**config.mk**
```make
export PLATFORM = sky130hd
export DESIGN_NAME = sensor_alarm_classifier
export DESIGN_NICKNAME = d
export VERILOG_FILES = /design/src/hw/rtl/sac_pkg.sv /design/src/hw/rtl/sac_motion.sv /design/src/hw/rtl/sac_grade.sv /design/src/hw/rtl/sensor_alarm_classifier.sv
export SDC_FILE = /design/constraint.sdc
export NUM_CORES = 1
export LEC_CHECK = 0
export BUFFER_PORTS_ARGS = -buffer_cell sky130_fd_sc_hd__buf_2
export CAP_MARGIN = 20
export CORE_ASPECT_RATIO = 0.8
export CORE_MARGIN = 8
export CORE_UTILIZATION = 24
export DETAILED_ROUTE_END_ITERATION = 8
export PLACE_DENSITY = 0.39
export SYNTH_ARGS = -nofsm -noshare
export SYNTH_HDL_FRONTEND = slang
export SYNTH_SLANG_ARGS = --single-unit
```
**constraint.sdc**
```tcl
create_clock -name clk -period 23.5 [get_ports clk]
set_input_delay 3.525 -clock clk [delete_from_list [all_inputs] [get_ports clk]]
set_output_delay 3.525 -clock clk [all_outputs]
set_load 0.05 [all_outputs]
```
**src/hw/rtl/sac_pkg.sv**
```systemverilog
// ----------------------------------------------------------------------------
// sac_pkg: shared types and constants for the sensor alarm classifier
// Field layouts, operation, state and reason codes, register indexes.
// ----------------------------------------------------------------------------
package sac_pkg;

  localparam int AXES = 6;

  // invalid samples in a row before the fault state
  localparam logic [1:0] FAULT_LIMIT = 2'd3;
  localparam logic [1:0] RUN_MAX     = 2'd3;

  // operation codes
  localparam logic [2:0] OP_KEY_CLEAR = 3'd1;
  localparam logic [2:0] OP_MUTE      = 3'd2;
  localparam logic [2:0] OP_ACK       = 3'd3;
  localparam logic [2:0] OP_DEMO      = 3'd4;

  // classification states; NONE only lives in the tracked last state
  localparam logic [2:0] ST_NORMAL  = 3'd0;
  localparam logic [2:0] ST_WARNING = 3'd1;
  localparam logic [2:0] ST_ALARM   = 3'd2;
  localparam logic [2:0] ST_FAULT   = 3'd3;
  localparam logic [2:0] ST_NONE    = 3'd4;

  // reason codes
  localparam logic [3:0] RSN_NONE         = 4'd0;
  localparam logic [3:0] RSN_LIGHT_FAULT  = 4'd1;
  localparam logic [3:0] RSN_MOTION_FAULT = 4'd2;
  localparam logic [3:0] RSN_MOTION_ALARM = 4'd3;
  localparam logic [3:0] RSN_PROX_ALARM   = 4'd4;
  localparam logic [3:0] RSN_ALARM        = 4'd5;
  localparam logic [3:0] RSN_MOTION_WARN  = 4'd6;
  localparam logic [3:0] RSN_LOW_LIGHT    = 4'd7;
  localparam logic [3:0] RSN_PROX_WARN    = 4'd8;
  localparam logic [3:0] RSN_WARNING      = 4'd9;

  // configuration register indexes
  localparam logic [2:0] REG_MOTION_ALARM = 3'd0;
  localparam logic [2:0] REG_MOTION_WARN  = 3'd1;
  localparam logic [2:0] REG_PROX_ALARM   = 3'd2;
  localparam logic [2:0] REG_PROX_WARN    = 3'd3;
  localparam logic [2:0] REG_LIGHT_LOW    = 3'd4;

  localparam logic [18:0] RST_MOTION_ALARM = 19'd15000;
  localparam logic [18:0] RST_MOTION_WARN  = 19'd8000;
  localparam logic [9:0]  RST_PROX_ALARM   = 10'd220;
  localparam logic [9:0]  RST_PROX_WARN    = 10'd120;
  localparam logic [15:0] RST_LIGHT_LOW    = 16'd80;

  typedef logic [AXES-1:0][15:0] axes_t;

  typedef struct packed {
    logic [2:0]  op;
    axes_t       axes;
    logic        motion_valid;
    logic [15:0] ambient_light;
    logic [9:0]  proximity;
    logic        light_valid;
  } sample_t;

  typedef struct packed {
    logic [18:0] move_alarm;
    logic [18:0] move_warn;
    logic [9:0]  prox_alarm;
    logic [9:0]  prox_warn;
    logic [15:0] light_low;
  } limits_t;

  // tracked classification state
  typedef struct packed {
    logic [1:0]  invalid_run;
    logic [2:0]  prior_grade;
    logic [15:0] alarm_total;
    logic        mute_flag;
    logic        ack_flag;
    logic [18:0] last_delta;
  } track_t;

  typedef struct packed {
    logic [1:0]  grade;
    logic [3:0]  reason;
    logic [18:0] delta_sum;
    logic [15:0] alarm_count;
    logic        muted;
    logic        acknowledged;
    logic        state_changed;
  } result_t;

endpackage

```
**src/hw/rtl/sac_motion.sv**
```systemverilog
// ----------------------------------------------------------------------------
// sac_motion: motion delta
// Sum of absolute axis differences against the previous sample, zero unless
// both samples carry a good inertial read.
// ----------------------------------------------------------------------------
module sac_motion
  import sac_pkg::*;
(
  input  axes_t       cur_axes,
  input  axes_t       prev_axes,
  input  logic        cur_valid,
  input  logic        prev_valid,
  output logic [18:0] delta
);

  logic signed [16:0] diff [AXES];
  logic [15:0]        mag  [AXES];
  logic [18:0]        sum;

  always_comb begin
    for (int i = 0; i < AXES; i++) begin
      diff[i] = $signed({cur_axes[i][15], cur_axes[i]})
              - $signed({prev_axes[i][15], prev_axes[i]});
      // magnitude never exceeds 65535, so 16 bits hold it
      mag[i]  = diff[i][16] ? 16'(-diff[i]) : diff[i][15:0];
    end
    sum = '0;
    for (int i = 0; i < AXES; i++) begin
      sum = sum + {3'b000, mag[i]};
    end
    delta = (cur_valid && prev_valid) ? sum : '0;
  end

endmodule

```
**src/hw/rtl/sac_grade.sv**
```systemverilog
// ----------------------------------------------------------------------------
// sac_grade: grading and command handling
// Classifies one sample, applies the operation and works out the next
// tracked state and the result fields.
// ----------------------------------------------------------------------------
module sac_grade
  import sac_pkg::*;
(
  input  sample_t     smp,
  input  logic [18:0] delta,
  input  limits_t     lim,
  input  track_t      trk,
  output track_t      trk_next,
  output result_t     res
);

  logic        mv;
  logic        lv;
  logic [15:0] als;
  logic [9:0]  ps;
  logic [18:0] dly;
  logic [2:0]  st_eval;
  logic [2:0]  st_fin;
  logic [2:0]  last_eff;
  logic        fault;
  logic        entry;
  logic        demo;
  logic        changed;
  logic [1:0]  inc;
  logic [16:0] total_sum;
  logic [3:0]  rsn;

  always_comb begin
    mv  = smp.motion_valid;
    lv  = smp.light_valid;
    als = lv ? smp.ambient_light : '0;
    ps  = lv ? smp.proximity : '0;

    trk_next = trk;
    fault    = 1'b0;
    st_eval  = ST_NORMAL;

    if (smp.op == OP_KEY_CLEAR) begin
      // no grading; stale delta and run count stay
      dly                = trk.last_delta;
      trk_next.ack_flag  = 1'b1;
      trk_next.mute_flag = 1'b1;
      last_eff           = ST_NONE;
    end else begin
      dly                 = delta;
      trk_next.last_delta = delta;
      if (!mv || !lv) begin
        trk_next.invalid_run = (trk.invalid_run == RUN_MAX) ? RUN_MAX
                                                            : trk.invalid_run + 2'd1;
        fault = (trk_next.invalid_run >= FAULT_LIMIT);
      end else begin
        trk_next.invalid_run = '0;
      end
      last_eff = trk.prior_grade;
      if (fault) begin
        st_eval = ST_FAULT;
      end else if (delta > lim.move_alarm) begin
        st_eval = ST_ALARM;
      end else if (lv && ps > lim.prox_alarm) begin
        st_eval = ST_ALARM;
      end else if (delta > lim.move_warn) begin
        st_eval = ST_WARNING;
      end else if (lv && als < lim.light_low) begin
        st_eval = ST_WARNING;
      end else if (lv && ps > lim.prox_warn) begin
        st_eval = ST_WARNING;
      end
    end

    entry = (st_eval != ST_NORMAL) && (last_eff == ST_NORMAL);
    if (entry) begin
      trk_next.ack_flag  = 1'b0;
      trk_next.mute_flag = 1'b0;
    end
    changed = (st_eval != last_eff) && (last_eff != ST_NONE);

    st_fin = st_eval;
    demo   = 1'b0;
    case (smp.op)
      OP_MUTE: begin
        trk_next.mute_flag = 1'b1;
      end
      OP_ACK: begin
        trk_next.ack_flag  = 1'b1;
        trk_next.mute_flag = 1'b1;
        st_fin             = ST_NORMAL;
      end
      OP_DEMO: begin
        demo               = 1'b1;
        trk_next.ack_flag  = 1'b0;
        trk_next.mute_flag = 1'b0;
        st_fin             = ST_ALARM;
      end
      default: begin
      end
    endcase

    // entry and demo may both count; two saturating steps equal one clamp
    inc       = {1'b0, entry} + {1'b0, demo};
    total_sum = {1'b0, trk.alarm_total} + {15'd0, inc};
    trk_next.alarm_total = total_sum[16] ? 16'hFFFF : total_sum[15:0];
    trk_next.prior_grade = st_fin;

    case (st_fin)
      ST_FAULT: begin
        rsn = mv ? RSN_LIGHT_FAULT : RSN_MOTION_FAULT;
      end
      ST_ALARM: begin
        if (dly != '0)     rsn = RSN_MOTION_ALARM;
        else if (ps != '0) rsn = RSN_PROX_ALARM;
        else               rsn = RSN_ALARM;
      end
      ST_WARNING: begin
        if (dly != '0)      rsn = RSN_MOTION_WARN;
        else if (als != '0) rsn = RSN_LOW_LIGHT;
        else if (ps != '0)  rsn = RSN_PROX_WARN;
        else                rsn = RSN_WARNING;
      end
      default: begin
        rsn = RSN_NONE;
      end
    endcase

    res.grade         = st_fin[1:0];
    res.reason        = rsn;
    res.delta_sum     = dly;
    res.alarm_count   = trk_next.alarm_total;
    res.muted         = trk_next.mute_flag;
    res.acknowledged  = trk_next.ack_flag;
    res.state_changed = changed;
  end

endmodule

```
**src/hw/rtl/sensor_alarm_classifier.sv**
```systemverilog
// ----------------------------------------------------------------------------
// sensor_alarm_classifier: sensor sample grading with alarm bookkeeping
// Grades each sample as normal, warning, alarm or fault and keeps the alarm
// count, mute and acknowledge flags.
// ----------------------------------------------------------------------------
//  channel   handshake                 payload
//  sample    sample_valid/sample_stall op, six axes, valids, light, proximity
//  result    result_valid/result_stall state, reason, delta, count, flags
//  config    cfg_valid/cfg_ready       cfg_index, cfg_data
//
//  A sample goes through an input register and a result register, one
//  transaction per cycle sustained while the result side does not stall.
//  The tracked state moves when a sample passes into the result register,
//  so the next sample in the input register already sees it.
//  Stalls on the result side back up into sample_stall only when both
//  registers are full. Synchronous reset; cfg_ready is always high.
// ----------------------------------------------------------------------------
module sensor_alarm_classifier
  import sac_pkg::*;
(
  input  logic               clk,
  input  logic               rst,
  input  logic               sample_valid,
  output logic               sample_stall,
  input  logic [2:0]         op,
  input  logic signed [15:0] accel_x,
  input  logic signed [15:0] accel_y,
  input  logic signed [15:0] accel_z,
  input  logic signed [15:0] gyro_x,
  input  logic signed [15:0] gyro_y,
  input  logic signed [15:0] gyro_z,
  input  logic               motion_valid,
  input  logic [15:0]        ambient_light,
  input  logic [9:0]         proximity,
  input  logic               light_valid,
  output logic               result_valid,
  input  logic               result_stall,
  output logic [1:0]         grade,
  output logic [3:0]         reason,
  output logic [18:0]        delta_sum,
  output logic [15:0]        alarm_count,
  output logic               muted,
  output logic               acknowledged,
  output logic               state_changed,
  input  logic               cfg_valid,
  output logic               cfg_ready,
  input  logic [2:0]         cfg_index,
  input  logic [18:0]        cfg_data
);

  sample_t     smp_in;
  sample_t     smp;
  logic        smp_valid;
  logic        advance;
  logic        accept;
  axes_t       prev_axes;
  logic        prev_valid;
  track_t      trk;
  track_t      trk_next;
  limits_t     lim;
  result_t     res;
  result_t     res_next;
  logic [18:0] delta;

  always_comb begin
    smp_in.op            = op;
    smp_in.axes[0]       = accel_x;
    smp_in.axes[1]       = accel_y;
    smp_in.axes[2]       = accel_z;
    smp_in.axes[3]       = gyro_x;
    smp_in.axes[4]       = gyro_y;
    smp_in.axes[5]       = gyro_z;
    smp_in.motion_valid  = motion_valid;
    smp_in.ambient_light = ambient_light;
    smp_in.proximity     = proximity;
    smp_in.light_valid   = light_valid;
  end

  assign advance      = smp_valid && (!result_valid || !result_stall);
  assign sample_stall = smp_valid && result_valid && result_stall;
  assign accept       = sample_valid && !sample_stall;
  assign cfg_ready    = 1'b1;

  // configuration registers
  always_ff @(posedge clk) begin
    if (rst) begin
      lim.move_alarm <= RST_MOTION_ALARM;
      lim.move_warn  <= RST_MOTION_WARN;
      lim.prox_alarm <= RST_PROX_ALARM;
      lim.prox_warn  <= RST_PROX_WARN;
      lim.light_low  <= RST_LIGHT_LOW;
    end else if (cfg_valid && cfg_ready) begin
      case (cfg_index)
        REG_MOTION_ALARM: lim.move_alarm <= cfg_data;
        REG_MOTION_WARN:  lim.move_warn  <= cfg_data;
        REG_PROX_ALARM:   lim.prox_alarm <= cfg_data[9:0];
        REG_PROX_WARN:    lim.prox_warn  <= cfg_data[9:0];
        REG_LIGHT_LOW:    lim.light_low  <= cfg_data[15:0];
        default: begin
        end
      endcase
    end
  end

  // input register
  always_ff @(posedge clk) begin
    if (rst) begin
      smp_valid <= 1'b0;
    end else if (accept) begin
      smp_valid <= 1'b1;
    end else if (advance) begin
      smp_valid <= 1'b0;
    end
  end

  always_ff @(posedge clk) begin
    if (accept) begin
      smp <= smp_in;
    end
  end

  sac_motion u_motion (
    .cur_axes   (smp.axes),
    .prev_axes  (prev_axes),
    .cur_valid  (smp.motion_valid),
    .prev_valid (prev_valid),
    .delta      (delta)
  );

  sac_grade u_grade (
    .smp      (smp),
    .delta    (delta),
    .lim      (lim),
    .trk      (trk),
    .trk_next (trk_next),
    .res      (res_next)
  );

  // tracked state and result register
  always_ff @(posedge clk) begin
    if (rst) begin
      prev_axes        <= '0;
      prev_valid       <= 1'b0;
      trk.invalid_run  <= '0;
      trk.prior_grade  <= ST_NONE;
      trk.alarm_total  <= '0;
      trk.mute_flag    <= 1'b0;
      trk.ack_flag     <= 1'b0;
      trk.last_delta   <= '0;
      result_valid     <= 1'b0;
    end else begin
      if (advance) begin
        prev_axes    <= smp.axes;
        prev_valid   <= smp.motion_valid;
        trk          <= trk_next;
        result_valid <= 1'b1;
      end else if (!result_stall) begin
        result_valid <= 1'b0;
      end
    end
  end

  always_ff @(posedge clk) begin
    if (advance) begin
      res <= res_next;
    end
  end

  assign grade         = res.grade;
  assign reason        = res.reason;
  assign delta_sum     = res.delta_sum;
  assign alarm_count   = res.alarm_count;
  assign muted         = res.muted;
  assign acknowledged  = res.acknowledged;
  assign state_changed = res.state_changed;

`ifndef SYNTHESIS
  // the alarm count only grows between resets
  a_total_monotonic: assert property (@(posedge clk) disable iff (rst)
    !$past(rst) |-> trk.alarm_total >= $past(trk.alarm_total))
    else $error("alarm count went down");

  // once a sample has been graded the none marker is gone
  a_last_state_known: assert property (@(posedge clk) disable iff (rst)
    advance |=> trk.prior_grade != ST_NONE)
    else $error("last state left at none after a transaction");

  // a fault result always goes with a full invalid run
  a_fault_run: assert property (@(posedge clk) disable iff (rst)
    result_valid && res.grade == ST_FAULT[1:0] |-> trk.invalid_run >= FAULT_LIMIT)
    else $error("fault reported without enough invalid samples");

  // the input stage only stalls when it holds a sample
  a_stall_needs_item: assert property (@(posedge clk) disable iff (rst)
    sample_stall |-> smp_valid && result_valid)
    else $error("sample stall with nothing held");
`endif

endmodule

```
==> summary.md <==
| Metric | Value |
|---|---|
| PortBufs | 199 |
| Final setup TNS | 0 ns |
| Most frequent cells in the layout | nand2_1, a21oi_1, inv_1, dfxtp_1, ha_1 |
| Mux cell area share after synthesis | 0.695% |
| PwrDens | 163 nW/µm² |
| Die width | 373 µm |
| GRT Total Usage | 12.8% |
| Synth Area in Compound Gates | 15.8% |
| Reg2reg path depth | 53 |
| Asr flop ratio synth | 0% |
| Worst Path Required | 23.96 ns |
| Slowest-stage cell, CP | fa_1 |
| Maximum clock rate | 0.0783 GHz |
| Crit path max-delay family | compound AO/OA/AOI/OAI gates |
| Critical Path Start Type | register |
| Final setup viols | 0 |
| Post-route cell area | 28500 µm² |
| Cell mode on critical path | a21oi_1 |
| Initial antenna violation count | 3 |
| CP Launch Point | smp[44] |
| Yosys reg bits | 386 |
| Htree depth | 2 |
| Max-cap violations | 0 |
| Worst Setup EP | trk[26] |
| PostCTS Resize Cnt | 0 |
| Hpwl dp | 56.4 mm |
| Hold Crit Class | reg2reg |
| Post-Syn Area | 24500 µm² |
| Synth cell types | 81 |
| Post-CTS Setup Bufs | 0 |
| Layout Skew | 0.0292 ns |
| Syn Nets | 3190 |
| Min Tclk post-route | 12.77 ns |
| TritonCTS clock tree | done |
| Worst Tran Pin Value | 1.03 ns |
| Crit share post-route | 54.3% |
| CP peak stage delay | 0.54 ns |
| Main flop type after synthesis | dfxtp_1 |
| CTS Buffer Depth | 3 |
| I/O Pins | 201 |
| Starting Density | 24.3% |
| Total wire length | 73.9 mm |
| CTS Sinks | 386 |
| Drt pass-1 iters | 5 |
| Syn Inst Count | 2767 |
| Slew HR | 31.2% |
| Inserted Clock Buffers | 47 |
| Remaining Overflow, GRT | 0 |
| Area of the multi-input gates | 13700 µm² |
| Leak Pwr | 11.4 nW |
| Nets | 3368 |
| Area Overhead vs Synth | 16.4% |
| Main combinational cell family by area after synthesis | simple AND/OR/NAND/NOR gates |
| Area post-placement | 27000 µm² |
| First-pass GRT wire length | 114 mm |
| Vias in the first global route | 18763 |
| Flop-to-flop setup slack | 10.73 ns |
| Post-CTS Hold Fix Bufs | 0 |
| DRC viols | 0 |
| Fill count | 10745 |
| Gpl congestion | 0.795 |
| Adder-cell share of the synthesized area | 15.5% |
| Critical path depth in cells | 53 |
| Post-synthesis sequential area ratio | 38.6% |
| WS Path Type | reg2reg |
| Rows | 104 |
| Wire per inst | 17.1 µm |
| Final ANT Viol Nets | 0 |
| Crit end category | register |
| Crit Path Max Fanout | 18 |
| Post-synthesis simple-gate area fraction | 17.5% |
| Maximum vdd drop | 0.000254 V |
| Pin count of the biggest net entering global routing | 128 |
| Number of synthesized flops with an enable pin | 171 |
| Share of cells above drive strength 1 | 11.2% |
| R2r endpoint | trk[26] |
| Via-to-Cell Ratio | 4.46 |
| Register area | 9440 µm² |
| Clock transition at path regs | 0.06 ns |
| Fin. max-slew vios | 0 |
| Synthesized area per cell | 8.84 µm² |
| Critical Path AT | 13.23 ns |
| Worst r2r src | smp[44] |
| Ys Warns | 0 |
| Final hold violation count | 0 |
| Synth Area in XOR/XNOR | 6.65% |
| RSZ-0062 raised after global routing | false |
| Skew-Pair Late Insertion Delay | 0.62 ns |
| Status | finished clean |
| CTS root buffer | clkbuf_16 |
| Die height | 302 µm |
| Via count | 19234 |
| DRT iter0 DRCs | 1053 |
| Core Box Area | 101000 µm² |
| Commonest non-fill, non-tap cell in the layout | nand2_1 |
| Die area | 113000 µm² |
| Crit path buf inv count | 4 |
## layout make-up
cell class                      instances  share of cell area, %
Sequential cell                       386                   33.1
Multi-Input combinational cell       2035                   48.2
Antenna cell                            1                0.00878
Timing Repair Buffer                  216                   4.01
Clock buffer                           61                   4.59
Clock inverter                         27                  0.769
Tap cell                             1325                   5.82
Inverter                              259                   3.43
## per-layer routing
layer  track usage [%]  part of all wire (%)
met3              2.32                   4.1
met4              2.84                   1.9
met1              18.8                    52
met2              19.3                    42
met5                 0                     0
## cell families (layout without fill, tap and decap cells)
| logic type | count (synthesis) | after routing |
|---|---|---|
| compound gates | 609 | 609 |
| xor+xnor | 185 | 185 |
| fa+ha+maj | 269 | 269 |
| buf+inv | 346 | 563 |
| flops | 386 | 386 |
| mux | 16 | 16 |
| other cells | 1 | 2 |
| simple gates | 955 | 955 |
## worst reg2reg max path, delay by kind of cell (launching register included)
kind | cells | cell delay (ns)
AO/OA/AOI/OAI | 25 | 5.47
adder cells (fa/ha/maj) | 10 | 3.71
AND/OR/NAND/NOR | 12 | 2.26
buffers and inverters | 4 | 0.38
flip-flops | 1 | 0.35
XOR/XNOR | 1 | 0.29
multiplexers | 1 | 0.16
## how the worst min path moves through the flow
stage                             start  slack (ns)  depth (start not counted)            end
after floorplan                  lim[0]        0.43                          2         lim[0]
after global placement    prev_axes[56]        0.44                          2  prev_axes[56]
after detailed placement  prev_axes[47]        0.45                          2  prev_axes[47]
after CTS                  prev_axes[6]        0.46                          2   prev_axes[6]
after global routing      prev_axes[38]        0.47                          2  prev_axes[38]
final                      prev_axes[4]        0.45                          2   prev_axes[4]
## flip-flops by register name, indices dropped and copies added, names as in the netlist
signal         cells
smp              127
prev_axes         96
lim               74
trk               42
delta_sum         19
alarm_count       16
reason             4
grade              2
acknowledged       1
muted              1
prev_valid         1
result_valid       1
smp_valid          1
state_changed      1
## cells in the mapped netlist, drive strengths merged (21+ instances only)
cell type	count	area (µm²)
nand2b	21	131
dfxtp	215	4300
nand3	38	190
and2	39	244
edfxtp	171	5130
clkbuf	77	289
a31oi	26	163
inv	259	972
a211o	24	210
nand2	494	1850
o21ai	69	364
fa	56	1120
xnor2	106	936
o21a	24	180
nor2	167	627
ha	213	2670
xor2	79	692
a21o	45	340
and3	26	163
a21oi	281	1410
nor2b	36	225
nor3	44	225
## per-stage QoR
stage	util, %	hold WS [ns]	power (mW)	cells	setup WS (ns)
3_3_place_gp	26.7	0.443	3.98	4221	10.86
3_5_place_dp	26.7	0.447	3.98	4221	10.69
2_1_floorplan	-	0.434	3.21	2767	11.95
4_1_cts	28.2	0.455	4.73	4309	10.63
5_1_grt	28.2	0.471	5.12	4309	9.67
6_report	28.2	0.452	4.64	4310	10.73
## power by group
part	total, mW	switching (mW)	internal (mW)
Clock	0.721	0.322	0.399
Combinational	3.14	1.93	1.21
Sequential	0.778	0.0260	0.752
Power figures use the tool's default switching activity.
